==> src/rtl/core/lzwbe_pkg.sv <==
// Shared types and constants of the LZW byte encoder.
// No dependencies; every other file of the block refers to this package by scoped names.
package lzwbe_pkg;

	localparam int BYTE_W      = 8;
	localparam int CODE_W      = 12;
	localparam int WIDTH_W     = 5;
	localparam int WM1_W       = 4;
	localparam int NEXT_W      = 13;

	localparam int DICT_SIZE_DEF   = 4096;
	localparam int START_BITS_DEF  = 8;
	localparam int START_LIMIT_DEF = 511;

	localparam logic [NEXT_W-1:0] FIRST_CODE = NEXT_W'(256);
	localparam logic [NEXT_W-1:0] LIMIT_MAX  = NEXT_W'(8191);
	localparam logic [WM1_W-1:0]  WM1_MAX    = WM1_W'(15);

	localparam int OUT_DATA_W = 24;

	typedef enum logic [1:0] {
		ST_IDLE,
		ST_MAP,
		ST_KEY,
		ST_SECOND
	} eng_state_t;

	typedef struct packed {
		logic              last;
		logic [WIDTH_W-1:0] width;
		logic [CODE_W-1:0]  code;
	} out_item_t;

endpackage

==> src/rtl/core/lzwbe_out_fifo.sv <==
// Two-beat result queue between the encoder engine and the output stream.
// Depends on lzwbe_pkg.
module lzwbe_out_fifo (
	input  logic                  clk,
	input  logic                  arst_n,
	input  logic                  push,
	input  lzwbe_pkg::out_item_t  push_item,
	output logic                  push_ready,
	output logic                  pop_valid,
	input  logic                  pop_ready,
	output lzwbe_pkg::out_item_t  pop_item
);

	lzwbe_pkg::out_item_t slot_q [2];
	logic       wr_ptr_q;
	logic       rd_ptr_q;
	logic [1:0] count_q;
	logic       do_push;
	logic       do_pop;

	assign push_ready = (count_q != 2'd2);
	assign pop_valid  = (count_q != 2'd0);
	assign pop_item   = slot_q[rd_ptr_q];
	assign do_push    = push && push_ready;
	assign do_pop     = pop_valid && pop_ready;

	always_ff @(posedge clk or negedge arst_n) begin
		if (!arst_n) begin
			wr_ptr_q <= 1'b0;
			rd_ptr_q <= 1'b0;
			count_q  <= 2'd0;
		end else begin
			if (do_push) begin
				wr_ptr_q <= ~wr_ptr_q;
			end
			if (do_pop) begin
				rd_ptr_q <= ~rd_ptr_q;
			end
			count_q <= count_q + {1'b0, do_push} - {1'b0, do_pop};
		end
	end

	always_ff @(posedge clk) begin
		if (do_push) begin
			slot_q[wr_ptr_q] <= push_item;
		end
	end

endmodule

==> config.mk <==
export PLATFORM = sky130hd
export DESIGN_NAME = lzwbe_out_fifo
export DESIGN_NICKNAME = d
export VERILOG_FILES = /design/src/rtl/core/lzwbe_pkg.sv /design/src/rtl/core/lzwbe_out_fifo.sv
export SDC_FILE = /design/constraint.sdc
export NUM_CORES = 1
export LEC_CHECK = 0
export BUFFER_PORTS_ARGS = -buffer_cell sky130_fd_sc_hd__buf_2
export CAP_MARGIN = 20
export CORE_MARGIN = 3
export CORE_UTILIZATION = 25
export DETAILED_ROUTE_END_ITERATION = 8
export GPL_TIMING_DRIVEN = 0
export PLACE_DENSITY = 0.48
export RECOVER_POWER = 100
export SLEW_MARGIN = 25
export SYNTH_ARGS = -nofsm -noshare
export SYNTH_HDL_FRONTEND = slang
export SYNTH_SLANG_ARGS = --single-unit
==> constraint.sdc <==
create_clock -name clk -period 4.5 [get_ports clk]
set_clock_uncertainty 0.05 [all_clocks]
set_input_delay 0 -clock clk [delete_from_list [all_inputs] [get_ports clk]]
set_output_delay 0 -clock clk [all_outputs]
set_load 0.02 [all_outputs]
## Word level (Yosys, flattened, before mapping)

Memory sizes are Yosys's and may differ from the RTL's.
Cells that the tools add are included.

- Memories: 1
- Latch bits: 0
- RAM bits: 36
- Output and inout port bits: 20
- Bits in read-only memories: 0
- Register bits after elaboration: 4
- Input bits: 22
- Word-level logic and storage cells: 14

Memories:

| name | words | bits a word | rd ports | clocked after Yosys merged registers in | wr ports | RTL line | RTL |
|---|---|---|---|---|---|---|---|
| slot_q | 2 | 18 | 1 | 0 | 1 | lzwbe_out_fifo.sv:14 | `lzwbe_pkg::out_item_t slot_q [2];` |

- Add/sub/neg operators: 2
- Shift operators: 0
- Multiplexer cells: 2
- Eq/ne operators: 1
- $lt $le $gt $ge: 0
- $mul: 0
- Div/mod/pow operators: 0
- Bitwise operators: 2
- Reduce and logical (&&, ||, !) cells: 3

Operators with widths:

| kind | number |
|---|---|
| 2-bit by 1-bit adder with 2-bit output | 1 |
| 1-bit logical AND | 2 |
| 1-bit two-way mux | 2 |
| 2-bit inequality test, second input constant | 1 |
| 1-bit inverter | 2 |
| 2-bit nonzero test | 1 |
| 2-bit by 1-bit subtractor with 2-bit output | 1 |

## Logic depth before layout (Yosys ltp)

Gate-level depths: netlist (run 1).

- Word-level depth: 4
- Mapped depth: 7
- Mapped depth without buffers: 7

## Least setup slack after synthesis (run 1)

No wires, ideal clock.

- Kind: flip-flop to flip-flop
- Start: reg count_q[1]
- End: mem slot_q[0][0] (netlist name), enable pin
- Data arrival time: 1.535 ns
- Library setup time: 0.393 ns
- Slack: 2.523 ns
- Required time: 4.057 ns
- Cell stages (with the launch flop): 4
- Buffers on the path: 0
- Cells stage by stage: dfrtp_1 > nand2b_1 > nand2_1 > nor2_1

- Word-level cells in the longest chain between the ends: 4

Ends and longest elaborated chain:

| item | RTL line | RTL |
|---|---|---|
| from (decl) | lzwbe_out_fifo.sv:17 | `logic [1:0] count_q;` |
| from (signal assigned) | lzwbe_out_fifo.sv:39 | `count_q <= count_q + {1'b0, do_push} - {1'b0, do_pop};` |
| 2-bit inequality test | lzwbe_out_fifo.sv:21 | `assign push_ready = (count_q != 2'd2);` |
| named net push_ready | lzwbe_out_fifo.sv:8 | `output logic push_ready,` |
| 1-bit logical AND | lzwbe_out_fifo.sv:24 | `assign do_push = push && push_ready;` |
| 1-bit two-way mux | lzwbe_out_fifo.sv:44 | `if (do_push) begin` |
| 1-bit two-way mux (not written as such) | lzwbe_out_fifo.sv:45 | `slot_q[wr_ptr_q] <= push_item;` |
| to (decl) | lzwbe_out_fifo.sv:14 |  |

The timed path passes the listed nets, and every way through them passes these cells.

==> metrics.yaml, run 1 <==
outcome: "completed"
clk_pin_slew_worst_paths_ps: 80
htreeDepth: 2
rr_endpoint: "slot_q[0][11]"
reg2reg_slack_ps: 2350
syn-mean-instance-area_um2: 21.1
pwr-share-clk_pct: 23.3
cts_buffers: 5
grt_start_max_net_pins: 19
synth.most_common_cell: "edfxtp_1"
syn_inst: 73
fp.dieH_um: 84.5
setup_violations: 0
p_leak_nw: 0.756
seq_power_share_pct: 42.7
cpPeakStageDelay_ps: 570
clockBufferDepth: 2
grt_usage_pct: 8.20
ys_types: 15
syn_nets: 97
p_sw_share_pct: 33.5
drt_iter0_drc: 37
hold_buffers: 22
hpwl_mm: 1.86
rsz0062_at_grt: "no"
reg2reg_from: "count_q[1]"
seq_area_frac_synth_pct: 76.7
drt_wl_total_mm: 2.74
routabilityCongestion: 0.770
synthTopCellsByArea: "edfxtp_1 (70%), mux2_4 (8.8%), mux2_1 (6.6%)"
first_global_vias: 928
antennaDiodeCount: 0
vias: 853
io-pin-count: 42
holdPathStages: 2
postCtsSetupBuffers: 0
post_cts_resized: 0
vias_per_cell: 3.93
intPower_mw: 0.837
ys_seq_elements: 40
cts_root_buf: "clkbuf_8"
fill_cells: 595
end_kind: "primary output"
row_count: 27
setup_tns_ps: 0
final-max-slew-violation-count: 0
chipWidth_um: 84.5
avgRoutedWirePerCell_um: 12.6
power_density_mw_per_mm2: 600
fin_crit_sh_pct: 49.5
synth_flop_cell: "edfxtp_1"
antenna_found_initial: 0
first_pass_iters: 4
path_max_fanout: 10
hold_viol_final: 0
path_cells: "clkbuf_1 > clkbuf_1 > mux2_1 > buf_2"
p_switching_mw: 0.422
tritoncts: "done"
yosys.area.top_type: "edfxtp_1"
hold_path.class: "in2reg"
drc_errors: 0
ir_worst_vdd_v: 0.000236
io_buffers: 41
clock_sinks: 40
area_growth_pct: 36.3
slowest_stage: "clkbuf_1"
overflow: 0
drive_gt1_share_pct: 19.3
synthArstFlopShare_pct: 10.0
whs_ps: 386
crit_arrival_ps: 2180
cp-start-kind: "register"
initial_core_util_pct: 26.8
critPathKind: "reg2out"
min_period_ps: 2230
ant_nets: 0
fmax_mhz: 449
worst_pin_slew_ps: 886
hp-start: "push_item[0]"
netlist.area_leader.share_pct: 70.2
crit_top_cell: "clkbuf_1"
reg2reg_depth: 4
synth_warnings: 0
synth_common_cells: "edfxtp_1 (36), mux2_1 (9), mux2_4 (9), dfrtp_1 (4), xnor2_1 (3)"
coreArea_mm2: 0.00574
dieArea_mm2: 0.00713
synth_area_mm2: 0.00154
required_ps: 4450
final_nets: 168
clk_latency_ps: 280
synth_enable_flop_cells: 36
holdPathEnd: "slot_q[0][0]"
grt_pass1_wl_mm: 4.42
drv_cap: 0
combPwrFrac_pct: 34.0
slew_headroom_pct: 40.9
## power by group through the flow
stage	logic [mW]	registers [mW]	clock network, mW
floorplan	0.351	0.542	0
global placement	0.477	0.546	0
detailed placement	0.497	0.550	0
CTS	0.512	0.542	0.304
global route	0.469	0.546	0.327
finish	0.428	0.538	0.293
## metrics by stage
step	setup slack (ps)	utilization [%]	instance area (um2)	power, mW	cells
after floorplan	2520	-	1540	0.893	73
after global placement	2170	31.9	1830	1.02	186
after detailed placement	2730	32.2	1850	1.05	187
after CTS	2700	38.1	2190	1.36	217
after global routing	2070	36.5	2100	1.34	217
final	2270	36.5	2100	1.26	217
## per-layer routing
metal,track usage (%),share of wire [%],vias to the layer above
li1,-,-,417
met1,9.41,42,399
met2,13.4,50,31
met3,2.94,5.8,6
met4,4.32,2.3,0
met5,0,0,-
## state kept, by name, indices dropped and copies added, names as in the netlist
name      cells
rd_ptr_q      1
wr_ptr_q      1
slot_q       36
count_q       2
## area by class of cell
type / instances / area [um2] / share of cell area (%)
flip-flops and latches: 40 / 1180 / 56.3
repair buffers: 64 / 402 / 19.1
multi-input cells: 30 / 299 / 14.3
well taps: 72 / 90.1 / 4.29
clock buffers: 5 / 68.8 / 3.28
clock inverters: 3 / 46.3 / 2.21
plain buffers: 2 / 7.51 / 0.358
inverters: 1 / 3.75 / 0.179
## worst max path at each step
stage	cells past startpoint	slack, ps	startpoint	endpoint
floorplan	3	2520	count_q[1]	slot_q[0][0]
global placement	3	2170	count_q[1]	slot_q[0][11]
detailed placement	7	2730	count_q[1]	count_q[1]
CTS	7	2700	count_q[1]	count_q[1]
global route	4	2070	rd_ptr_q	pop_item[12]
finish	4	2270	rd_ptr_q	pop_item[14]
## cells in the final DEF (no fill, tap or decap)
master	n
edfxtp_1	36
clkbuf_1	25
dlygate4sd3_1	22
buf_2	18
mux2_1	17
clkbuf_8	5
dfrtp_1	4
xnor2_1	3
ha_1	2
or2_0	1
and2_0	1
inv_1	1
mux2_4	1
nand2b_1	1
nand2_1	1
and3_1	1
nor2_1	1
xor2_1	1
bufinv_16	1
inv_6	1
clkinvlp_4	1
clkbuf_2	1
## cell families (layout without fill, tap and decap cells)
kind of cell             count (synthesis)  count (layout)  share of synthesized area [%]
XOR/XNOR                                 4               4                           2.28
adder cells (fa/ha/maj)                  2               2                           1.63
buffers and inverters                    3              75                           1.71
flip-flops                              40              40                           76.7
multiplexers                            18              18                           15.4
AND/OR/NAND/NOR                          6               6                           2.28
## critical path: cells and delay by family (launching register included)
family / cells / cell delay, ps
mux: 1 / 390
flops: 1 / 330
buf+inv: 3 / 1170
No activity file was read; power rests on OpenSTA's default activity.
==> inputs of run 2 (changes only) <==
- clock period: 4.5 -> 2.2 ns (I/O delays scaled with it)
==> run 2 against run 1 <==
Net effect:
- critical path type unchanged
- worst hold slack improved by 0.61 ps
- sequential power rose by 100%
- final cell count did not move
- flip-flop and latch count did not move
- total power rose by 110%
- final area rose by 1.8%
- core utilization rose by 0.68 points
- via count did not move
- die area did not move
==> metrics.yaml, run 2 (same netlist as run 1, synthesis figures left out) <==
outcome: "completed"
p_sw_share_pct: 33.1
ant_nets: 0
p_leak_nw: 0.779
crit_arrival_ps: 1830
routabilityCongestion: 0.770
critPathKind: "reg2out"
first_pass_iters: 4
overflow: 0
vias: 853
register_area_mm2: 0.00118
min_period_ps: 1880
final_nets: 168
grt_start_max_net_pins: 19
io_buffers: 41
postCtsSetupBuffers: 0
grt_usage_pct: 8.20
drt_iter0_drc: 36
worstSetupStartpoint: "rd_ptr_q"
avgRoutedWirePerCell_um: 12.5
intPower_mw: 1.78
seq_power_share_pct: 41.4
row_count: 27
htreeDepth: 2
end_kind: "primary output"
drt_wl_total_mm: 2.72
antennaDiodeCount: 0
drv_cap: 0
cp-start-kind: "register"
fin_crit_sh_pct: 85.7
largest_reg_flops: 36
multi_input_area_um2: 329
worst_pin_slew_ps: 888
slew_headroom_pct: 40.8
ir_worst_vdd_v: 0.000483
coreArea_mm2: 0.00574
p_switching_mw: 0.879
reg_top3: "slot_q x36, count_q x2"
required_ps: 2150
power_density_mw_per_mm2: 1240
rsz0062_at_grt: "no"
pwr-share-clk_pct: 22.5
fp.dieH_um: 84.5
vias_per_cell: 3.93
hp-start: "push_item[0]"
tritoncts: "done"
clk_pin_slew_worst_paths_ps: 80
area_growth_pct: 38.9
utilization_pct: 37.2
io-pin-count: 42
setup_violations: 0
cts_buffers: 5
cts_root_buf: "clkbuf_8"
top_register: "slot_q"
clock_sinks: 40
initial_core_util_pct: 26.8
hpwl_mm: 1.86
chipWidth_um: 84.5
fmax_mhz: 531
fill_cells: 592
clockBufferDepth: 2
first_global_vias: 928
dieArea_mm2: 0.00713
grt_pass1_wl_mm: 4.42
hold_viol_final: 0
reg2reg_from: "count_q[1]"
antenna_found_initial: 0
final_common_cell: "edfxtp_1"
combPwrFrac_pct: 36.1
final-max-slew-violation-count: 0
setup_tns_ps: 0
clk_latency_ps: 280
mostFrequentLayoutCells: "edfxtp_1 (36), clkbuf_1 (31), dlygate4sd3_1 (22)"
hold_path.class: "in2reg"
drc_errors: 0
drive_gt1_share_pct: 20.7
path_max_fanout: 10
run 2: changes by cell type in the layout (fill, tap and decap cells not counted):
cell	delta
buf_2	-8
buf_6	+1
buf_8	+1
clkbuf_1	+6
mux2_1	-8
mux2_4	+8
run 2: worst paths after layout:
kind                                      to  slack, ps  cells past startpoint
worst max-delay path            pop_item[13]        320                      4
worst min-delay path            slot_q[0][0]        390                      2
worst max register to register    count_q[1]        380                      7
worst min register to register      wr_ptr_q        450                      1
max in group asynchronous           wr_ptr_q       1360                      3
min in group asynchronous         count_q[0]        560                      3
run 2: layer usage:
| layer | global-route usage [%] | part of all wire (%) | vias to the layer above |
|---|---|---|---|
| met5 | 0 | 0 | - |
| met4 | 4.32 | 2.3 | 0 |
| li1 | - | - | 417 |
| met2 | 13.4 | 50 | 31 |
| met3 | 2.94 | 5.7 | 6 |
| met1 | 9.41 | 42 | 399 |
run 2: final cells by class:
class	count	share of cell area, %
plain buffers	2	0.703
clock buffers	5	3.22
clock inverters	3	2.17
inverters	1	0.176
multi-input cells	30	15.4
flip-flops and latches	40	55.3
well taps	72	4.22
repair buffers	64	18.9
run 2: critical path, stage by stage (launching register included):
cell and delay [ps]:
dfrtp_1 330, clkbuf_1 460, buf_6 270, mux2_4 310
clkbuf_1 180
run 2: through the flow:
| stage | area [um2] | setup slack, ps | power (mW) | hold WS (ps) | cells |
|---|---|---|---|---|---|
| global route | 2140 | 185 | 2.83 | 374 | 217 |
| detailed placement | 1850 | 428 | 2.14 | -234 | 187 |
| floorplan | 1540 | 223 | 1.83 | -346 | 73 |
| finish | 2140 | 315 | 2.66 | 387 | 217 |
| CTS | 2190 | 405 | 2.78 | 373 | 217 |
| global placement | 1830 | -129 | 2.09 | -241 | 186 |
run 2: timing repair:
item | CTS | global route
endpoints found under the hold margin | 42 | 0
gates resized for setup | 0 | 0
hold buffers | 22 | 0
run 2: power by group through the flow:
stage	clock network, mW	logic (mW)	registers [mW]
6_report	0.598	0.959	1.10
5_1_grt	0.669	1.04	1.12
4_1_cts	0.622	1.05	1.11
3_5_place_dp	0	1.02	1.12
3_3_place_gp	0	0.976	1.12
2_1_floorplan	0	0.719	1.11
