<file path="src/rtl/core/lzwbe_pkg.sv">
// Shared types and constants of the LZW byte encoder.
// No dependencies; every other file of the block refers to this package by scoped names.
package lzwbe_pkg;

	localparam int BYTE_W      = 8;
	localparam int CODE_W      = 12;
	localparam int WIDTH_W     = 5;
	localparam int WM1_W       = 4;
	localparam int NEXT_W      = 13;

	localparam int DICT_SIZE_DEF   = 4096;
	localparam int START_BITS_DEF  = 8;
	localparam int START_LIMIT_DEF = 511;

	localparam logic [NEXT_W-1:0] FIRST_CODE = NEXT_W'(256);
	localparam logic [NEXT_W-1:0] LIMIT_MAX  = NEXT_W'(8191);
	localparam logic [WM1_W-1:0]  WM1_MAX    = WM1_W'(15);

	localparam int OUT_DATA_W = 24;

	typedef enum logic [1:0] {
		ST_IDLE,
		ST_MAP,
		ST_KEY,
		ST_SECOND
	} eng_state_t;

	typedef struct packed {
		logic              last;
		logic [WIDTH_W-1:0] width;
		logic [CODE_W-1:0]  code;
	} out_item_t;

endpackage

</file>
<file path="src/rtl/core/lzwbe_engine.sv">
// Encoder sequencer: holds the prefix, code counter, width and growth limit, and runs
// the read, verify and write-back steps on the dictionary memories.
// Depends on lzwbe_pkg; drives lzwbe_dict and feeds lzwbe_out_fifo.
module lzwbe_engine #(
	parameter int DICT_SIZE   = lzwbe_pkg::DICT_SIZE_DEF,
	parameter int START_BITS  = lzwbe_pkg::START_BITS_DEF,
	parameter int START_LIMIT = lzwbe_pkg::START_LIMIT_DEF
) (
	input  logic                                        clk,
	input  logic                                        arst_n,
	input  logic                                        in_valid,
	input  logic                                        in_cmd,
	input  logic [lzwbe_pkg::BYTE_W-1:0]                in_byte,
	output logic                                        in_take,
	output logic                                        map_rd_en,
	output logic [$clog2(DICT_SIZE)+lzwbe_pkg::BYTE_W-1:0] map_rd_addr,
	input  logic [lzwbe_pkg::CODE_W-1:0]                map_rd_data,
	output logic                                        key_rd_en,
	output logic [$clog2(DICT_SIZE)-1:0]                key_rd_addr,
	input  logic [$clog2(DICT_SIZE)+lzwbe_pkg::BYTE_W-1:0] key_rd_data,
	output logic                                        wr_en,
	output logic [$clog2(DICT_SIZE)+lzwbe_pkg::BYTE_W-1:0] wr_idx,
	output logic [$clog2(DICT_SIZE)-1:0]                wr_code,
	output logic                                        push,
	output lzwbe_pkg::out_item_t                        push_item,
	input  logic                                        push_ready
);

	localparam int PFX_W = $clog2(DICT_SIZE);
	localparam int IDX_W = PFX_W + lzwbe_pkg::BYTE_W;
	localparam logic [lzwbe_pkg::NEXT_W-1:0] DICT_END   = lzwbe_pkg::NEXT_W'(DICT_SIZE);
	localparam logic [lzwbe_pkg::WM1_W-1:0]  WM1_RESET  = lzwbe_pkg::WM1_W'(START_BITS);
	localparam logic [lzwbe_pkg::NEXT_W-1:0] LIMIT_RESET = lzwbe_pkg::NEXT_W'(START_LIMIT);

	lzwbe_pkg::eng_state_t state_q, state_d;

	logic [lzwbe_pkg::CODE_W-1:0]  prefix_q, prefix_d;
	logic                          held_q, held_d;
	logic [lzwbe_pkg::NEXT_W-1:0]  next_code_q, next_code_d;
	logic [lzwbe_pkg::WM1_W-1:0]   wm1_q, wm1_d;
	logic [lzwbe_pkg::NEXT_W-1:0]  limit_q, limit_d;
	logic [lzwbe_pkg::BYTE_W-1:0]  byte_q, byte_d;
	logic                          range_ok_q, range_ok_d;

	logic [IDX_W-1:0]              cur_idx;
	logic                          grow;
	logic [lzwbe_pkg::WM1_W-1:0]   wm1_inc;
	logic [lzwbe_pkg::NEXT_W-1:0]  limit_dbl;
	logic                          hit;

	function automatic logic [lzwbe_pkg::WIDTH_W-1:0] send_width(
		input logic [lzwbe_pkg::WM1_W-1:0] wm1
	);
		return lzwbe_pkg::WIDTH_W'({1'b0, wm1}) + lzwbe_pkg::WIDTH_W'(1);
	endfunction

	assign cur_idx   = {prefix_q[PFX_W-1:0], byte_q};
	assign grow      = (next_code_q > limit_q);
	assign wm1_inc   = (wm1_q < lzwbe_pkg::WM1_MAX) ? wm1_q + lzwbe_pkg::WM1_W'(1) : wm1_q;
	assign limit_dbl = limit_q[lzwbe_pkg::NEXT_W-1] ? lzwbe_pkg::LIMIT_MAX
		: {limit_q[lzwbe_pkg::NEXT_W-2:0], 1'b0};

	// An entry counts only if its code was handed out in this dictionary and the key
	// store confirms that this very (prefix, byte) pair received it. Stale entries from
	// earlier dictionaries, or never written ones, fail one of the two tests.
	always_comb begin
		hit = 1'b0;
		if (range_ok_q && (key_rd_data == cur_idx)) begin
			hit = 1'b1;
		end
	end

	assign map_rd_addr = {prefix_q[PFX_W-1:0], in_byte};
	assign key_rd_addr = map_rd_data[PFX_W-1:0];
	assign wr_idx      = cur_idx;
	assign wr_code     = next_code_q[PFX_W-1:0];

	always_comb begin
		state_d     = state_q;
		prefix_d    = prefix_q;
		held_d      = held_q;
		next_code_d = next_code_q;
		wm1_d       = wm1_q;
		limit_d     = limit_q;
		byte_d      = byte_q;
		range_ok_d  = range_ok_q;
		in_take     = 1'b0;
		map_rd_en   = 1'b0;
		key_rd_en   = 1'b0;
		wr_en       = 1'b0;
		push        = 1'b0;
		push_item   = '{last: 1'b1, width: send_width(wm1_q), code: prefix_q};

		unique case (state_q)
			lzwbe_pkg::ST_IDLE: begin
				if (in_valid) begin
					if (in_cmd) begin
						// End of stream: send any held prefix, then start a fresh stream.
						if (!held_q || push_ready) begin
							in_take = 1'b1;
							if (held_q) begin
								push = 1'b1;
								push_item.width = send_width(grow ? wm1_inc : wm1_q);
							end
							prefix_d    = '0;
							held_d      = 1'b0;
							next_code_d = lzwbe_pkg::FIRST_CODE;
							wm1_d       = WM1_RESET;
							limit_d     = LIMIT_RESET;
						end
					end else if (!held_q) begin
						in_take  = 1'b1;
						prefix_d = lzwbe_pkg::CODE_W'(in_byte);
						held_d   = 1'b1;
					end else begin
						in_take   = 1'b1;
						map_rd_en = 1'b1;
						byte_d    = in_byte;
						state_d   = lzwbe_pkg::ST_MAP;
					end
				end
			end
			lzwbe_pkg::ST_MAP: begin
				key_rd_en  = 1'b1;
				range_ok_d = 1'b0;
				if ((map_rd_data >= lzwbe_pkg::FIRST_CODE[lzwbe_pkg::CODE_W-1:0])
					&& ({1'b0, map_rd_data} < next_code_q)) begin
					range_ok_d = 1'b1;
				end
				state_d = lzwbe_pkg::ST_KEY;
			end
			lzwbe_pkg::ST_KEY: begin
				if (hit) begin
					prefix_d = map_rd_data;
					state_d  = lzwbe_pkg::ST_IDLE;
				end else if (push_ready) begin
					push = 1'b1;
					if (next_code_q < DICT_END) begin
						if (grow) begin
							wm1_d           = wm1_inc;
							limit_d         = limit_dbl;
							push_item.width = send_width(wm1_inc);
						end
						wr_en       = 1'b1;
						next_code_d = next_code_q + lzwbe_pkg::NEXT_W'(1);
						prefix_d    = lzwbe_pkg::CODE_W'(byte_q);
						state_d     = lzwbe_pkg::ST_IDLE;
					end else begin
						push_item.last = 1'b0;
						state_d        = lzwbe_pkg::ST_SECOND;
					end
				end
			end
			lzwbe_pkg::ST_SECOND: begin
				// Dictionary full: the byte goes out on its own code, then the dictionary
				// restarts; moving next_code back retires every stored entry at once.
				if (push_ready) begin
					push           = 1'b1;
					push_item.code = lzwbe_pkg::CODE_W'(byte_q);
					prefix_d       = '0;
					held_d         = 1'b0;
					next_code_d    = lzwbe_pkg::FIRST_CODE;
					wm1_d          = WM1_RESET;
					limit_d        = LIMIT_RESET;
					state_d        = lzwbe_pkg::ST_IDLE;
				end
			end
			default: begin
				state_d = lzwbe_pkg::ST_IDLE;
			end
		endcase
	end

	always_ff @(posedge clk or negedge arst_n) begin
		if (!arst_n) begin
			state_q     <= lzwbe_pkg::ST_IDLE;
			prefix_q    <= '0;
			held_q      <= 1'b0;
			next_code_q <= lzwbe_pkg::FIRST_CODE;
			wm1_q       <= WM1_RESET;
			limit_q     <= LIMIT_RESET;
		end else begin
			state_q     <= state_d;
			prefix_q    <= prefix_d;
			held_q      <= held_d;
			next_code_q <= next_code_d;
			wm1_q       <= wm1_d;
			limit_q     <= limit_d;
		end
	end

	always_ff @(posedge clk) begin
		byte_q     <= byte_d;
		range_ok_q <= range_ok_d;
	end

endmodule

</file>
<file path="config.mk">
export PLATFORM = sky130hd
export DESIGN_NAME = lzwbe_engine
export DESIGN_NICKNAME = d
export VERILOG_FILES = /design/src/rtl/core/lzwbe_pkg.sv /design/src/rtl/core/lzwbe_engine.sv
export SDC_FILE = /design/constraint.sdc
export NUM_CORES = 1
export LEC_CHECK = 0
export ABC_AREA = 1
export BUFFER_PORTS_ARGS = -buffer_cell sky130_fd_sc_hd__buf_2
export CAP_MARGIN = 20
export CORE_MARGIN = 2
export CORE_UTILIZATION = 31
export DETAILED_ROUTE_END_ITERATION = 8
export GPL_TIMING_DRIVEN = 0
export PLACE_DENSITY = 0.56
export SYNTH_ARGS = -nofsm -noshare
export SYNTH_HDL_FRONTEND = slang
export SYNTH_SLANG_ARGS = --single-unit
</file>
<file path="constraint.sdc">
create_clock -name clk -period 2.3 [get_ports clk]
set_input_delay 0 -clock clk [delete_from_list [all_inputs] [get_ports clk]]
set_output_delay 0 -clock clk [all_outputs]
set_load 0.05 [all_outputs]
</file>
# --- Yosys cells after proc, flatten, opt, wreduce, memory -nomap -nowiden ---
# Index checks and enable logic that the tools add are counted.
classes:
  bitwise_logic: 1
  muxes: 83
  addsub: 5
  order_cmp: 5
  n_eq_ne: 18
  reduce_logical: 13
ops:
  columns: ["cell", "n"]
  rows:
  - ["$mux 13", 16]
  - ["$mux 12", 10]
  - ["$pmux 13 s3", 2]
  - ["$mux 4", 9]
  - ["$pmux 12 s3", 1]
  - ["$mux 5", 6]
  - ["$mux 1", 25]
  - ["$eq 20x20->1", 1]
  - ["$ne 2x2->1 const B", 10]
  - ["$add 4x1->5 const B", 3]
  - ["$mux 2", 7]
  - ["$add 13x1->13 const B", 1]
  - ["$gt 13x13->1", 1]
  - ["$lt 12x13->1", 1]
  - ["$lt 13x13->1 const B", 1]
  - ["$ge 12x9->1 const B", 1]
  - ["$mux 6", 2]
  - ["$ne 3x3->1 const B", 4]
  - ["$pmux 4 s3", 1]
  - ["$pmux 5 s2", 1]
  - ["$reduce_and 9->1", 1]
  - ["$pmux 2 s4", 1]
  - ["$reduce_and 4->1", 2]
  - ["$reduce_and 8->1", 1]
  - ["15 further kinds", 17]
totals:
  output_inout_bits: 87
  ff_bits: 54

# --- Longest topological paths before layout ---
depth:
  ltp_word: 9
  depth_mapped: 17
  ltp_nobuf: 17

# --- Least setup slack after synthesis ---
# OpenSTA, ideal clock, no wires.
synth_timing:
  kind: "register to register"
  start: "register byte_q[6] (netlist bit)"
  end: "register wm1_q[3] (netlist bit)"
  setup_slack_ns: -0.240
  arrival_time_ns: 2.416
  synth_period_minus_slack_ns: 2.540
  stages_incl_launch_ff: 11
  path_cell_list: "edfxtp_1 -> inv_1 -> o21ai_0 -> nor2_1 -> nand2_1 -> nor2_2 -> nand3_4 -> buf_2 -> nand2_1 -> nor2_1 -> a22oi_1"
synth_between:
  elab_chain_len: 5
synth_lines:
  columns: ["element", "line", "rtl"]
  rows:
  - ["start: declaration", "lzwbe_engine.sv:42", "logic [lzwbe_pkg::BYTE_W-1:0] byte_q, byte_d;"]
  - ["start signal: assignment", "lzwbe_engine.sv:193", "byte_q <= byte_d;"]
  - ["$eq 20x20->1", "lzwbe_engine.sv:68", "if (range_ok_q && (key_rd_data == cur_idx)) begin"]
  - ["$logic_and 1x1->1", "lzwbe_engine.sv:68", null]
  - ["$mux 1", "lzwbe_engine.sv:68", null]
  - ["$ne 2x2->1 (no line)", null, null]
  - ["$reduce_and 8->1 (no line)", null, null]
  - ["end signal: assignment", "lzwbe_engine.sv:187", "wm1_q <= wm1_d;"]
  - ["end: declaration", "lzwbe_engine.sv:40", "logic [lzwbe_pkg::WM1_W-1:0] wm1_q, wm1_d;"]
# No other way between the ends.
# A chain may end at the register's enable or synchronous reset.

==> metrics.csv <==
metric,value,unit
outcome,finished with violations,
failing checks,negative setup slack,
DRT Pass-1 Iters,5,
antenna-violating nets left,0,
"flops & latches, synth",54,
Clock Latency Late Sink,300,ps
max-cap violations,0,
Rel. slew slack,0.408,
Mapped Area,0.00476,mm^2
peak supply drop,0.000398,V
Nets,919,
setup TNS,-1500,ps
Tmin final,2460,ps
most frequent cells in the layout,"nand2_1, buf_2, inv_1",
Post-synth EDFFs,9,
Layout area overhead,33.4,%
clk buf depth,2,
final WL,14.8,mm
Worst-path clk slew,70,ps
CTS tree,built,
DRC viols,0,
PD cells,1090,mW/mm^2
H-tree Lvls,2,
clock sinks,54,
asr flop ratio synth,0.833,
GPL Wtd Cong,0.882,
leakage power,3.26,nW
Setup Slack @ Placement,-86.9,ps
global-route usage over all layers,0.178,
# diodes,0,
Num CTS Buffers,5,
hpwl dp,11.3,mm
Slew Limit Fails,0,
layout cells sized above 1,0.383,
area post-placement,0.00565,mm^2
DR iter-0 viols,288,
Worst Setup Start Kind,flop,
Hold WC Path Type,input port to flop,
hold path depth,3,
Clock Skew,9.42,ps
slew of the pin with the lowest slew margin,885,ps
syn_nets,754,
vias per inst,4.65,
core area,0.0151,mm^2
"commonest non-fill, non-tap cell in the layout",nand2_1,
register area share after synthesis,0.296,
synth unique cells,41,
DIE HEIGHT,128,um
WHS,22.3,ps
total power,6.92,mW
initial antenna violation count,0,
global-route wire length before repair,23.1,mm
CP max FO,7,
Cells after Synth,682,
final hold vios,0,
critical path data required time,2300,ps
"Avg Cell Area, Syn",6.98,um^2
worst reg2reg path depth,15,
initial core utilization,0.315,
final worst setup slack,-162,ps
crit path DAT,2460,ps
critical setup path kind,flop to primary output,
final instance area,0.00635,mm^2
"non-filler cells, final",1036,
via count,4822,
fillcell total,1559,
Crit. End Element,primary output,
setup violators final,18,
RSZ-0062 raised after global routing,true,
largest net degree at the start of global routing,46,
WL per Instance,14.3,um
num ports,132,
fmax,406,MHz
fin crit share,1.07,
Main synth FF type,dfrtp_1,
IO Port Bufs,130,
Core Rows,45,
die area,0.0164,mm^2
number of global-route vias before repair,4532,
Placed Instances,1000,
GRT overflow,0,
die width,128,um
Synthesis Warnings,0,
clock tree root buffer cell,clkbuf_16,
"Core Util, Final",0.421,
[kinds of logic after synthesis]
logic type               synth area share
AND/OR/NAND/NOR                     0.308
buffers and inverters               0.162
AO/OA/AOI/OAI                       0.130
flip-flops                          0.296
adder cells (fa/ha/maj)            0.0710
XOR/XNOR                           0.0331
[state kept, by name, indices dropped and copies added, names as in the netlist]
name         count
held_q           1
range_ok_q       1
wm1_q            4
next_code_q     13
prefix_q        12
limit_q         13
state_q          2
byte_q           8
[timing repair]
item,4_1_cts,5_1_grt
endpoints found under the setup margin,7,20
gates resized for setup,43,29
pin swaps,17,15
hold buffers,10,0
setup buffers,7,9
gates cloned,1,1
endpoints found under the hold margin,43,0
[final cells by class]
type | instances | area, um^2 | share of cell area
tap | 188 | 235 | 0.0370
inverter | 93 | 359 | 0.0565
sequential | 54 | 1420 | 0.223
clock inverter | 1 | 30.0 | 0.00473
clock buffer | 7 | 143 | 0.0225
multi-input combinational | 479 | 2800 | 0.441
timing repair buffer | 156 | 933 | 0.147
buffer | 58 | 428 | 0.0674
[layer usage]
layer | vias to the layer above | share of wire | GRT usage
met5 | - | 0 | 0
li1 | 2463 | - | -
met2 | 162 | 0.49 | 0.322
met4 | 0 | 0.0051 | 0.0252
met3 | 7 | 0.056 | 0.0246
met1 | 2190 | 0.45 | 0.230
[report_power, final]
group	total [mW]	internal [mW]	switching [mW]
Sequential	1.50	1.28	0.216
Clock	0.895	0.545	0.350
Combinational	4.53	1.45	3.09
Total	6.92	3.27	3.65
[final timing paths]
path	startpoint	end	slack, ps
max	next_code_q[9]	push_item[13]	-160
min	map_rd_data[11]	prefix_q[11]	20
max reg2reg	next_code_q[9]	limit_q[7]	-70
min reg2reg	limit_q[8]	limit_q[8]	490
max in group asynchronous	arst_n	next_code_q[8]	1520
min in group asynchronous	arst_n	state_q[0]	190
[cells in the mapped netlist (2+ instances only)]
| cell | number | area [um^2] |
|---|---|---|
| inv_1 | 75 | 282 |
| dfrtp_1 | 34 | 851 |
| nand2_2 | 5 | 31.3 |
| o21ai_1 | 22 | 110 |
| inv_2 | 18 | 67.6 |
| clkbuf_1 | 5 | 18.8 |
| dfstp_2 | 11 | 289 |
| buf_4 | 46 | 345 |
| xnor2_1 | 6 | 52.6 |
| or2_2 | 4 | 25.0 |
| nor4_1 | 2 | 12.5 |
| nor3_1 | 7 | 35.0 |
| buf_2 | 4 | 20.0 |
| buf_6 | 2 | 22.5 |
| nand3_2 | 2 | 20.0 |
| xor2_1 | 12 | 105 |
| nand3_1 | 32 | 160 |
| nor2_4 | 7 | 78.8 |
| ha_1 | 27 | 338 |
| nand4_1 | 5 | 31.3 |
| a21oi_1 | 26 | 130 |
| edfxtp_1 | 9 | 270 |
| nand2_1 | 206 | 773 |
| nor2_1 | 34 | 128 |
| nand2_4 | 5 | 56.3 |
| nor2_2 | 5 | 31.3 |
| o21ai_2 | 11 | 96.3 |
| o21ai_0 | 47 | 235 |
[critical path, stage by stage (launching register included)]
cell and delay, ps:
dfrtp_2 480, ha_1 310, nand2_1 80, nor2_4 110, inv_2 50, nor2_4 140
nand2_2 80, nand2_4 130, nand2_8 100, inv_8 70, nand3_4 100, nand2_1 80
nand3_1 90, nand2_1 80, inv_1 40, nand2_1 60, buf_6 150
(Power assumes the default switching activity.)
